===== config.mk =====
export PLATFORM = sky130hd
export DESIGN_NAME = gf256_word_multiply_accumulate
export DESIGN_NICKNAME = d
export VERILOG_FILES = /design/src/gfwmac_pkg.sv /design/src/gfwmac_word_mul.sv /design/src/gf256_word_multiply_accumulate.sv
export SDC_FILE = /design/constraint.sdc
export NUM_CORES = 1
export LEC_CHECK = 0
export ABC_AREA = 1
export BUFFER_PORTS_ARGS = -buffer_cell sky130_fd_sc_hd__buf_2
export CORE_MARGIN = 5
export CORE_UTILIZATION = 50
export CTS_BUF_LIST = sky130_fd_sc_hd__clkbuf_8
export CTS_CLUSTER_SIZE = 40
export DETAILED_ROUTE_END_ITERATION = 8
export GPL_TIMING_DRIVEN = 0
export PLACE_DENSITY = 0.78
export SLEW_MARGIN = 20
export SYNTH_ARGS = -nofsm -noshare
export SYNTH_HDL_FRONTEND = slang
export SYNTH_SLANG_ARGS = --single-unit
export TNS_END_PERCENT = 20

===== constraint.sdc =====
create_clock -name clk -period 4.3 [get_ports clk]
set_input_delay 0 -clock clk [delete_from_list [all_inputs] [get_ports clk]]
set_output_delay 0 -clock clk [all_outputs]
set_load 0.01 [all_outputs]

===== src/gfwmac_pkg.sv =====
`timescale 1ns / 1ps
`default_nettype none
// ----------------------------------------------------------------------------
// gfwmac_pkg: shared constants and field arithmetic
// Bus and symbol geometry and the GF(2^m) multiply for the word
// multiply-accumulate block.
// ----------------------------------------------------------------------------
package gfwmac_pkg;

	// Fixed field widths of the streams.
	localparam int DATA_BITS  = 64;
	localparam int COEF_BITS  = 8;
	localparam int IN_TDATA_W = DATA_BITS + COEF_BITS;

	// Geometry of the lanes inside the bus word.
	localparam int BUS_WIDTH   = 64;
	localparam int SYMBOL_BITS = 8;
	localparam int LANE_COUNT  = BUS_WIDTH / SYMBOL_BITS;
	localparam int LANE_BITS   = LANE_COUNT * SYMBOL_BITS;

	typedef logic [SYMBOL_BITS-1:0] sym_t;

	// Primitive polynomial of each supported field size.
	function automatic logic [8:0] poly_for(input int bits);
		logic [8:0] poly;
		case (bits)
			3:       poly = 9'h00B;
			4:       poly = 9'h013;
			5:       poly = 9'h025;
			6:       poly = 9'h043;
			7:       poly = 9'h089;
			default: poly = 9'h11D;
		endcase
		return poly;
	endfunction

	localparam logic [8:0] FIELD_POLY = poly_for(SYMBOL_BITS);
	localparam sym_t       POLY_LOW   = FIELD_POLY[SYMBOL_BITS-1:0];

	// Shift-and-add field multiply; a zero operand gives zero naturally.
	function automatic sym_t gf_mul(input sym_t a, input sym_t b);
		sym_t prod;
		sym_t x;
		prod = '0;
		x    = a;
		for (int i = 0; i < SYMBOL_BITS; i++) begin
			if (b[i]) begin
				prod = prod ^ x;
			end
			x = {x[SYMBOL_BITS-2:0], 1'b0} ^ (x[SYMBOL_BITS-1] ? POLY_LOW : '0);
		end
		return prod;
	endfunction

endpackage
`default_nettype wire


===== src/gfwmac_word_mul.sv =====
`timescale 1ns / 1ps
`default_nettype none
// ----------------------------------------------------------------------------
// gfwmac_word_mul: lane-wise field multiply of one bus word
// Splits the word into symbols from the top and scales each by the
// coefficient; the products are packed into the low bits, first lane highest.
// ----------------------------------------------------------------------------
module gfwmac_word_mul (
	input  wire logic [gfwmac_pkg::DATA_BITS-1:0] word,
	input  wire logic [gfwmac_pkg::COEF_BITS-1:0] coef,
	output logic      [gfwmac_pkg::DATA_BITS-1:0] product
);

	logic [gfwmac_pkg::LANE_COUNT-1:0][gfwmac_pkg::SYMBOL_BITS-1:0] lanes;
	gfwmac_pkg::sym_t coef_sym;

	assign coef_sym = coef[gfwmac_pkg::SYMBOL_BITS-1:0];

	for (genvar l = 0; l < gfwmac_pkg::LANE_COUNT; l++) begin : g_lane
		localparam int SH = gfwmac_pkg::BUS_WIDTH - gfwmac_pkg::SYMBOL_BITS * (l + 1);
		assign lanes[gfwmac_pkg::LANE_COUNT-1-l] =
			gfwmac_pkg::gf_mul(word[SH +: gfwmac_pkg::SYMBOL_BITS], coef_sym);
	end

	assign product = gfwmac_pkg::DATA_BITS'(lanes);

endmodule
`default_nettype wire


===== src/gf256_word_multiply_accumulate.sv =====
`timescale 1ns / 1ps
`default_nettype none
// ----------------------------------------------------------------------------
// gf256_word_multiply_accumulate: erasure-decoder combining step
// Multiplies each incoming bus word by its GF(2^8) coefficient and XORs the
// result into an accumulator, emitting the sum on the word marked last.
// ----------------------------------------------------------------------------
// The block accepts one request per clock cycle and sustains that rate
// indefinitely while the output side keeps taking results. Each accepted word
// is held in an input register; in the following cycle all eight byte lanes
// are multiplied by the coefficient in parallel (polynomial 0x11D) and folded
// into the accumulator. A request flagged with tlast closes the combination:
// its folded sum is written to the output register and the accumulator is
// cleared, so the result passes from the input register to the output
// register, where it is presented until the receiver takes it.
// The output register lets the next combination start while a result still
// waits; only when a second closing word reaches the input register before
// the first result has been taken does the input side stall.
module gf256_word_multiply_accumulate (
	input  wire logic        clk,
	input  wire logic        arst_n,
	// Input request: tdata holds data_in [63:0] then coefficient [71:64].
	input  wire logic        s_axis_tvalid,
	output logic             s_axis_tready,
	input  wire logic [71:0] s_axis_tdata,
	input  wire logic        s_axis_tlast,   // last_packet
	// Result: tdata holds data_out [63:0].
	output logic             m_axis_tvalid,
	input  wire logic        m_axis_tready,
	output logic      [63:0] m_axis_tdata
);

	localparam int DW = gfwmac_pkg::DATA_BITS;
	localparam int CW = gfwmac_pkg::COEF_BITS;

	// Input register stage.
	logic          valid_s1;
	logic          last_s1;
	logic [DW-1:0] data_s1;
	logic [CW-1:0] coef_s1;

	// Accumulator and output register.
	logic [DW-1:0] acc_q;
	logic          out_valid_q;
	logic [DW-1:0] out_data_q;

	logic [DW-1:0] product;
	logic [DW-1:0] folded;
	logic          out_free;
	logic          advance;
	logic          accept;

	gfwmac_word_mul u_word_mul (
		.word    (data_s1),
		.coef    (coef_s1),
		.product (product)
	);

	assign folded   = acc_q ^ product;
	assign out_free = !out_valid_q || m_axis_tready;
	// A word that does not close a combination never needs the output register.
	assign advance  = valid_s1 && (!last_s1 || out_free);
	assign s_axis_tready = !valid_s1 || advance;
	assign accept   = s_axis_tvalid && s_axis_tready;

	always_ff @(posedge clk or negedge arst_n) begin
		if (!arst_n) begin
			valid_s1 <= 1'b0;
		end else if (s_axis_tready) begin
			valid_s1 <= s_axis_tvalid;
		end
	end

	always_ff @(posedge clk) begin
		if (accept) begin
			data_s1 <= s_axis_tdata[DW-1:0];
			coef_s1 <= s_axis_tdata[DW+CW-1:DW];
			last_s1 <= s_axis_tlast;
		end
	end

	always_ff @(posedge clk or negedge arst_n) begin
		if (!arst_n) begin
			acc_q <= '0;
		end else if (advance) begin
			acc_q <= last_s1 ? '0 : folded;
		end
	end

	always_ff @(posedge clk or negedge arst_n) begin
		if (!arst_n) begin
			out_valid_q <= 1'b0;
		end else if (advance && last_s1) begin
			out_valid_q <= 1'b1;
		end else if (m_axis_tready) begin
			out_valid_q <= 1'b0;
		end
	end

	always_ff @(posedge clk) begin
		if (advance && last_s1) begin
			out_data_q <= folded;
		end
	end

	assign m_axis_tvalid = out_valid_q;
	assign m_axis_tdata  = out_data_q;

`ifndef NO_ASSERTIONS
	// An empty input register must always be able to take a request.
	a_ready_when_empty: assert property (@(posedge clk) disable iff (!arst_n)
		!valid_s1 |-> s_axis_tready)
		else $error("input stage empty but not ready");

	// A closing word leaves the accumulator clear for the next combination.
	a_acc_cleared: assert property (@(posedge clk) disable iff (!arst_n)
		(advance && last_s1) |=> (acc_q == '0))
		else $error("accumulator not cleared after closing word");

	// A waiting result is never overwritten by the next closing word.
	a_no_overwrite: assert property (@(posedge clk) disable iff (!arst_n)
		(out_valid_q && !m_axis_tready) |-> !(advance && last_s1))
		else $error("pending result overwritten");

	// A result stalled at the output keeps its value.
	a_result_held: assert property (@(posedge clk) disable iff (!arst_n)
		(out_valid_q && !m_axis_tready) |=> $stable(out_data_q))
		else $error("stalled result changed");
`endif

endmodule
`default_nettype wire


# Word-level counts from Yosys, hierarchy flattened
# Index checks and enable logic that the tools add are counted.
classes:
  muxes: 123
  n_bitwise: 113
  reduce_logical: 10
ops:
  columns: ["operator", "n"]
  rows:
  - ["$xor 8x8->8", 112]
  - ["$mux 8", 64]
  - ["$mux 5", 56]
  - ["$mux 64", 1]
  - ["$xor 64x64->64", 1]
  - ["$logic_and 1x1->1", 3]
  - ["$logic_not 1->1", 3]
  - ["$logic_or 1x1->1", 3]
  - ["$mux 1", 2]
  - ["$reduce_bool 2->1", 1]
word_totals:
  regBits: 203
  inputBits: 77
  output_inout_bits: 66
  elab_cells: 253

# Logic depth before layout (Yosys ltp)
logic_depth:
  ltp_word: 18
  depth_mapped: 20
  depth_no_buf: 19

# Cells and area by module
# Synthesis repeated with hierarchy kept, for this count alone.
unflattened:
  cells_unflattened: 3276
  hier_area_um2: 19816.5
by_module_without_submodules:
  columns: ["mod", "instances", "cells_per_inst", "area_each_um2", "seq_area_each_um2"]
  rows:
  - ["gfwmac_word_mul", 1, 2536, 11654.9, 0.0]
  - ["gf256_word_multiply_accumulate", 1, 740, 8161.6, 5765.5]

# Worst setup path before layout
# Ideal clock, no wire load.
synth_path:
  path_type: "register -> register"
  start: "reg out_valid_q (netlist: m_axis_tvalid)"
  end: "reg coef_s1[0], enable pin"
  arrival_time_ns: 2.138
  required_ns: 3.873
  path_slack_ns: 1.735
  stages_incl_launch_ff: 4
  n_path_buf: 0
  period_less_slack_ns: 2.565
  path_cell_list: "dfrtp_1 -> nand4_1 -> nand2_1 -> inv_1"
synth_via:
  elab_chain_len: 6
synth_rtl:
  columns: ["element", "line_no", "source"]
  rows:
  - ["start, declared", "gf256_word_multiply_accumulate.sv:44", "logic out_valid_q;"]
  - ["start signal, assigned", "gf256_word_multiply_accumulate.sv:92", "out_valid_q <= 1'b0;"]
  - ["start signal, assigned", "gf256_word_multiply_accumulate.sv:94", "out_valid_q <= 1'b1;"]
  - ["start signal, assigned", "gf256_word_multiply_accumulate.sv:96", "out_valid_q <= 1'b0;"]
  - ["$logic_not 1->1", "gf256_word_multiply_accumulate.sv:60", "assign out_free = !out_valid_q || m_axis_tready;"]
  - ["$logic_or 1x1->1", "gf256_word_multiply_accumulate.sv:60", null]
  - ["$logic_or 1x1->1", "gf256_word_multiply_accumulate.sv:62", "assign advance = valid_s1 && (!last_s1 || out_free);"]
  - ["$logic_and 1x1->1", "gf256_word_multiply_accumulate.sv:62", null]
  - ["$logic_or 1x1->1", "gf256_word_multiply_accumulate.sv:63", "assign s_axis_tready = !valid_s1 || advance;"]
  - ["net s_axis_tready", "gf256_word_multiply_accumulate.sv:24", "output logic s_axis_tready,"]
  - ["$logic_and 1x1->1", "gf256_word_multiply_accumulate.sv:64", "assign accept = s_axis_tvalid && s_axis_tready;"]
  - ["net accept", "gf256_word_multiply_accumulate.sv:51", "logic accept;"]
  - ["end signal, assigned", "gf256_word_multiply_accumulate.sv:77", "coef_s1 <= s_axis_tdata[DW+CW-1:DW];"]
  - ["end, declared", "gf256_word_multiply_accumulate.sv:40", "logic [CW-1:0] coef_s1;"]
# The timed path passes the listed nets, and every way through them passes these cells.
# A chain may end at the register's enable or synchronous reset.

# Final worst setup path
layout_path:
  start: "reg coef_s1[5]"
  end: "reg out_data_q[61] (netlist: m_axis_tdata[61]), data pin"
layout_via:
  elab_chain_len: 6
layout_rtl:
  columns: ["element", "line_no", "source"]
  rows:
  - ["$mux 8 (*)", "gfwmac_pkg.sv:47", "if (b[i]) begin"]
  - ["$xor 8x8->8", "gfwmac_pkg.sv:48", "prod = prod ^ x;"]
  - ["$mux 8 (*)", "gfwmac_pkg.sv:47", null]
  - ["$xor 8x8->8", "gfwmac_pkg.sv:48", null]
  - ["$mux 8 (*)", "gfwmac_pkg.sv:47", null]
  - ["$xor 64x64->64 (*)", "gf256_word_multiply_accumulate.sv:59", "assign folded = acc_q ^ product;"]
  - ["net folded[61]", "gf256_word_multiply_accumulate.sv:48", "logic [DW-1:0] folded;"]
  - ["end signal, assigned", "gf256_word_multiply_accumulate.sv:102", "out_data_q <= folded;"]
  - ["end, declared", "gf256_word_multiply_accumulate.sv:45", "logic [DW-1:0] out_data_q;"]
# The timed path passes the listed nets; every way through them passes the cells marked *.

==> metrics.yaml <==
run_status:
  status: "completed"
layout:
  instances_no_fill: 3716
  multiInputGateArea_sq_mm: 0.0114
  seqCellArea_sq_mm: 0.00577
  diodes: 0
  nets: 3252
  final_util: 0.585
  drive_gt1_frac: 0.115
  fillers: 3505
  area_growth_pct: 16.1
timing:
  hold_viol: 0
  min_period_over_period: 0.736
  tightest_slew_ns: 1.29
  fmax_mhz: 316
  fin_ws_ns: 1.13
  drv_slew: 0
  period_minus_slack_ns: 3.17
  clock-skew-final_ns: 0.0282
  tns_ns: 0
  setup_viol: 0
  rsz0062_at_grt: "false"
  relSlewSlack: 0.142
floorplanning:
  die_h_microns: 205
  num_rows: 71
  initial_core_util: 0.504
  dieArea_sq_mm: 0.0419
  io_pins: 143
  dieWidth_microns: 205
  core-area_sq_mm: 0.0376
detailed_routing:
  detail_route.vias_per_cell: 5.40
  ant_nets: 0
  routed_wirelength_microns: 70100
  drt_iter0_drc: 2222
  vias: 20100
  drc: 0
  wl_per_cell_microns: 18.9
  first_pass_iters: 8
setup_path:
  required_ns: 4.64
  cp_top_family: "buffers and inverters"
  arrival_ns: 3.51
  critPathSlowestCell: "buf_1"
  cp_cell_sequence: "buf_2, buf_2, buf_1, nand2_1, xnor2_1, nand3_1, nand2_1, nand2_1, nand2_1, inv_1"
  startpoint_type: "register"
  end_kind: "register"
  crit_path_frequent_cell: "nand2_1"
  cpPeakStageDelay_ns: 0.92
  path_class: "register to register"
  cp_num_buf_inv: 4
  worstPathMaxFanout: 10
logic_synthesis:
  yosysSeqAreaShare: 0.304
  synth_nets: 2988
  yosys-top-cells-area: "nand2_1, edfxtp_1, dfrtp_1"
  synthDominantCellAreaShare: 0.263
  synth_warnings: 0
  synth_top_area_cell: "nand2_1"
  syn_area_sq_mm: 0.0190
  netlist_instances: 2911
  syn_area_per_cell_sq_um: 6.51
  synth_cell_type_count: 36
  ys_ff_latch: 203
place:
  dp_cells: 3567
  gp_congestion: 0.997
  place_ws_ns: 1.38
  io_buffers: 142
  dp_hpwl_microns: 48300
global_routing:
  grt_max_degree: 57
  track_usage: 0.329
  grt_overflow: 0
  antenna_found_initial: 0
  grt_pass1_vias: 19000
  grt_pass1_wl_microns: 106000
clock_network:
  clock_sinks: 203
  root_buffer: "clkbuf_8"
  htreeDepth: 2
  cts_inserted_buffers: 39
  max-clock-path-buffers: 3
  clk_latency_ns: 0.61
  tritoncts: "yes"
  cts.reportedPaths.clkPinSlew_ns: 0.06
  ctsResizeCount: 0
hold_path:
  min_path_type: "input pin to register"
run:
  cap_viol_max_count: 0
power_and_ir_drop:
  p_clk_frac: 0.240
  netSwitchingPower_mw: 3.60
  finalPower_mw: 8.73
  seq_power_share: 0.316
  power_frac_comb: 0.443
  internal_power_mw: 5.14
  p_leak_nw: 11.6
  peakVddDrop_mv: 0.288
  switching_share: 0.412
  power_density_mw_per_mm2: 397
[Yosys cell counts, drive strengths merged]
| master | number |
|---|---|
| a21o | 1 |
| a21oi | 6 |
| and2 | 28 |
| buf | 82 |
| clkbuf | 22 |
| clkinv | 1 |
| dfrtp | 66 |
| edfxtp | 137 |
| inv | 305 |
| nand2 | 1372 |
| nand2b | 1 |
| nand3 | 288 |
| nand3b | 33 |
| nand4 | 17 |
| nor2 | 145 |
| o211ai | 1 |
| o21ai | 33 |
| o21bai | 9 |
| o22ai | 5 |
| or2 | 13 |
| xnor2 | 174 |
| xor2 | 172 |
[through the flow]
step	cell area (sq um)	hold slack [ns]
2_1_floorplan	19000	-0.296
3_3_place_gp	20300	0.176
3_5_place_dp	20400	-0.0296
4_1_cts	22000	0.0677
5_1_grt	22000	0.0945
6_report	22000	0.0996
[worst register-to-register path: cells and delay by family, from the launching register on]
family / cells / cell delay, ns
AND/OR/NAND/NOR: 5 / 0.58
buffers and inverters: 4 / 1.77
XOR/XNOR: 1 / 0.27
flip-flops: 1 / 0.31
[cell usage in the layout (no fill, tap or decap), drive strengths merged, types with 77 or more instances in the layout]
| cell | Yosys | routed |
|---|---|---|
| nand3 | 288 | 288 |
| buf | 82 | 228 |
| nor2 | 145 | 145 |
| edfxtp | 137 | 137 |
| nand2 | 1372 | 1372 |
| xor2 | 172 | 172 |
| xnor2 | 174 | 174 |
| dlygate4sd3 | 0 | 77 |
| inv | 305 | 316 |
[routing by layer]
layer	GRT usage	vias up	part of all wire
met1	0.419	9184	0.39
met2	0.522	1095	0.43
met5	0	-	0
li1	-	9495	-
met4	0.184	0	0.068
met3	0.0701	297	0.11
[cell type report]
type                            count  share of cell area
Tap cell                          511              0.0291
Clock inverter                     27             0.00973
Timing Repair Buffer              223              0.0718
Clock buffer                       44              0.0275
Sequential cell                   203               0.262
Inverter                          306              0.0531
Buffer                            104              0.0282
Multi-Input combinational cell   2298               0.519
[what timing repair did]
item / 4_1_cts / 5_1_grt
buffers inserted: 0 / 0
hold endpoints to repair: 158 / 0
hold buffers: 78 / 0
endpoints found under the setup margin: 0 / 0
[kinds of logic after synthesis]
logic type	synth area share
compound gates	0.0163
xor+xnor	0.169
buf+inv	0.0940
flops	0.304
simple gates	0.417
[final timing paths]
path                                       start          endpoint  slack (ns)  depth (start not counted)
worst max-delay path                  coef_s1[5]  m_axis_tdata[61]        1.13                         10
worst min-delay path            s_axis_tdata[65]        coef_s1[1]         0.1                          2
worst max register to register        coef_s1[5]  m_axis_tdata[61]        1.13                         10
worst min register to register         acc_q[48]         acc_q[48]        0.48                          2
max in group asynchronous                 arst_n         acc_q[26]        3.51                          4
min in group asynchronous                 arst_n         acc_q[35]        0.49                          4
[flip-flops by register name, summed over array words and instances (netlist names)]
| register | cells |
|---|---|
| acc_q | 64 |
| coef_s1 | 8 |
| data_s1 | 64 |
| last_s1 | 1 |
| m_axis_tdata | 64 |
| m_axis_tvalid | 1 |
| valid_s1 | 1 |
[power by group through the flow]
stage          clock network (mW)  logic [mW]  registers (mW)
2_1_floorplan                   0        2.69            2.80
3_3_place_gp                    0        3.59            2.78
3_5_place_dp                    0        3.72            2.79
4_1_cts                      2.13        3.80            2.76
5_1_grt                      2.22        4.28            2.80
6_report                     2.10        3.87            2.76
Power figures use the tool's default switching activity.
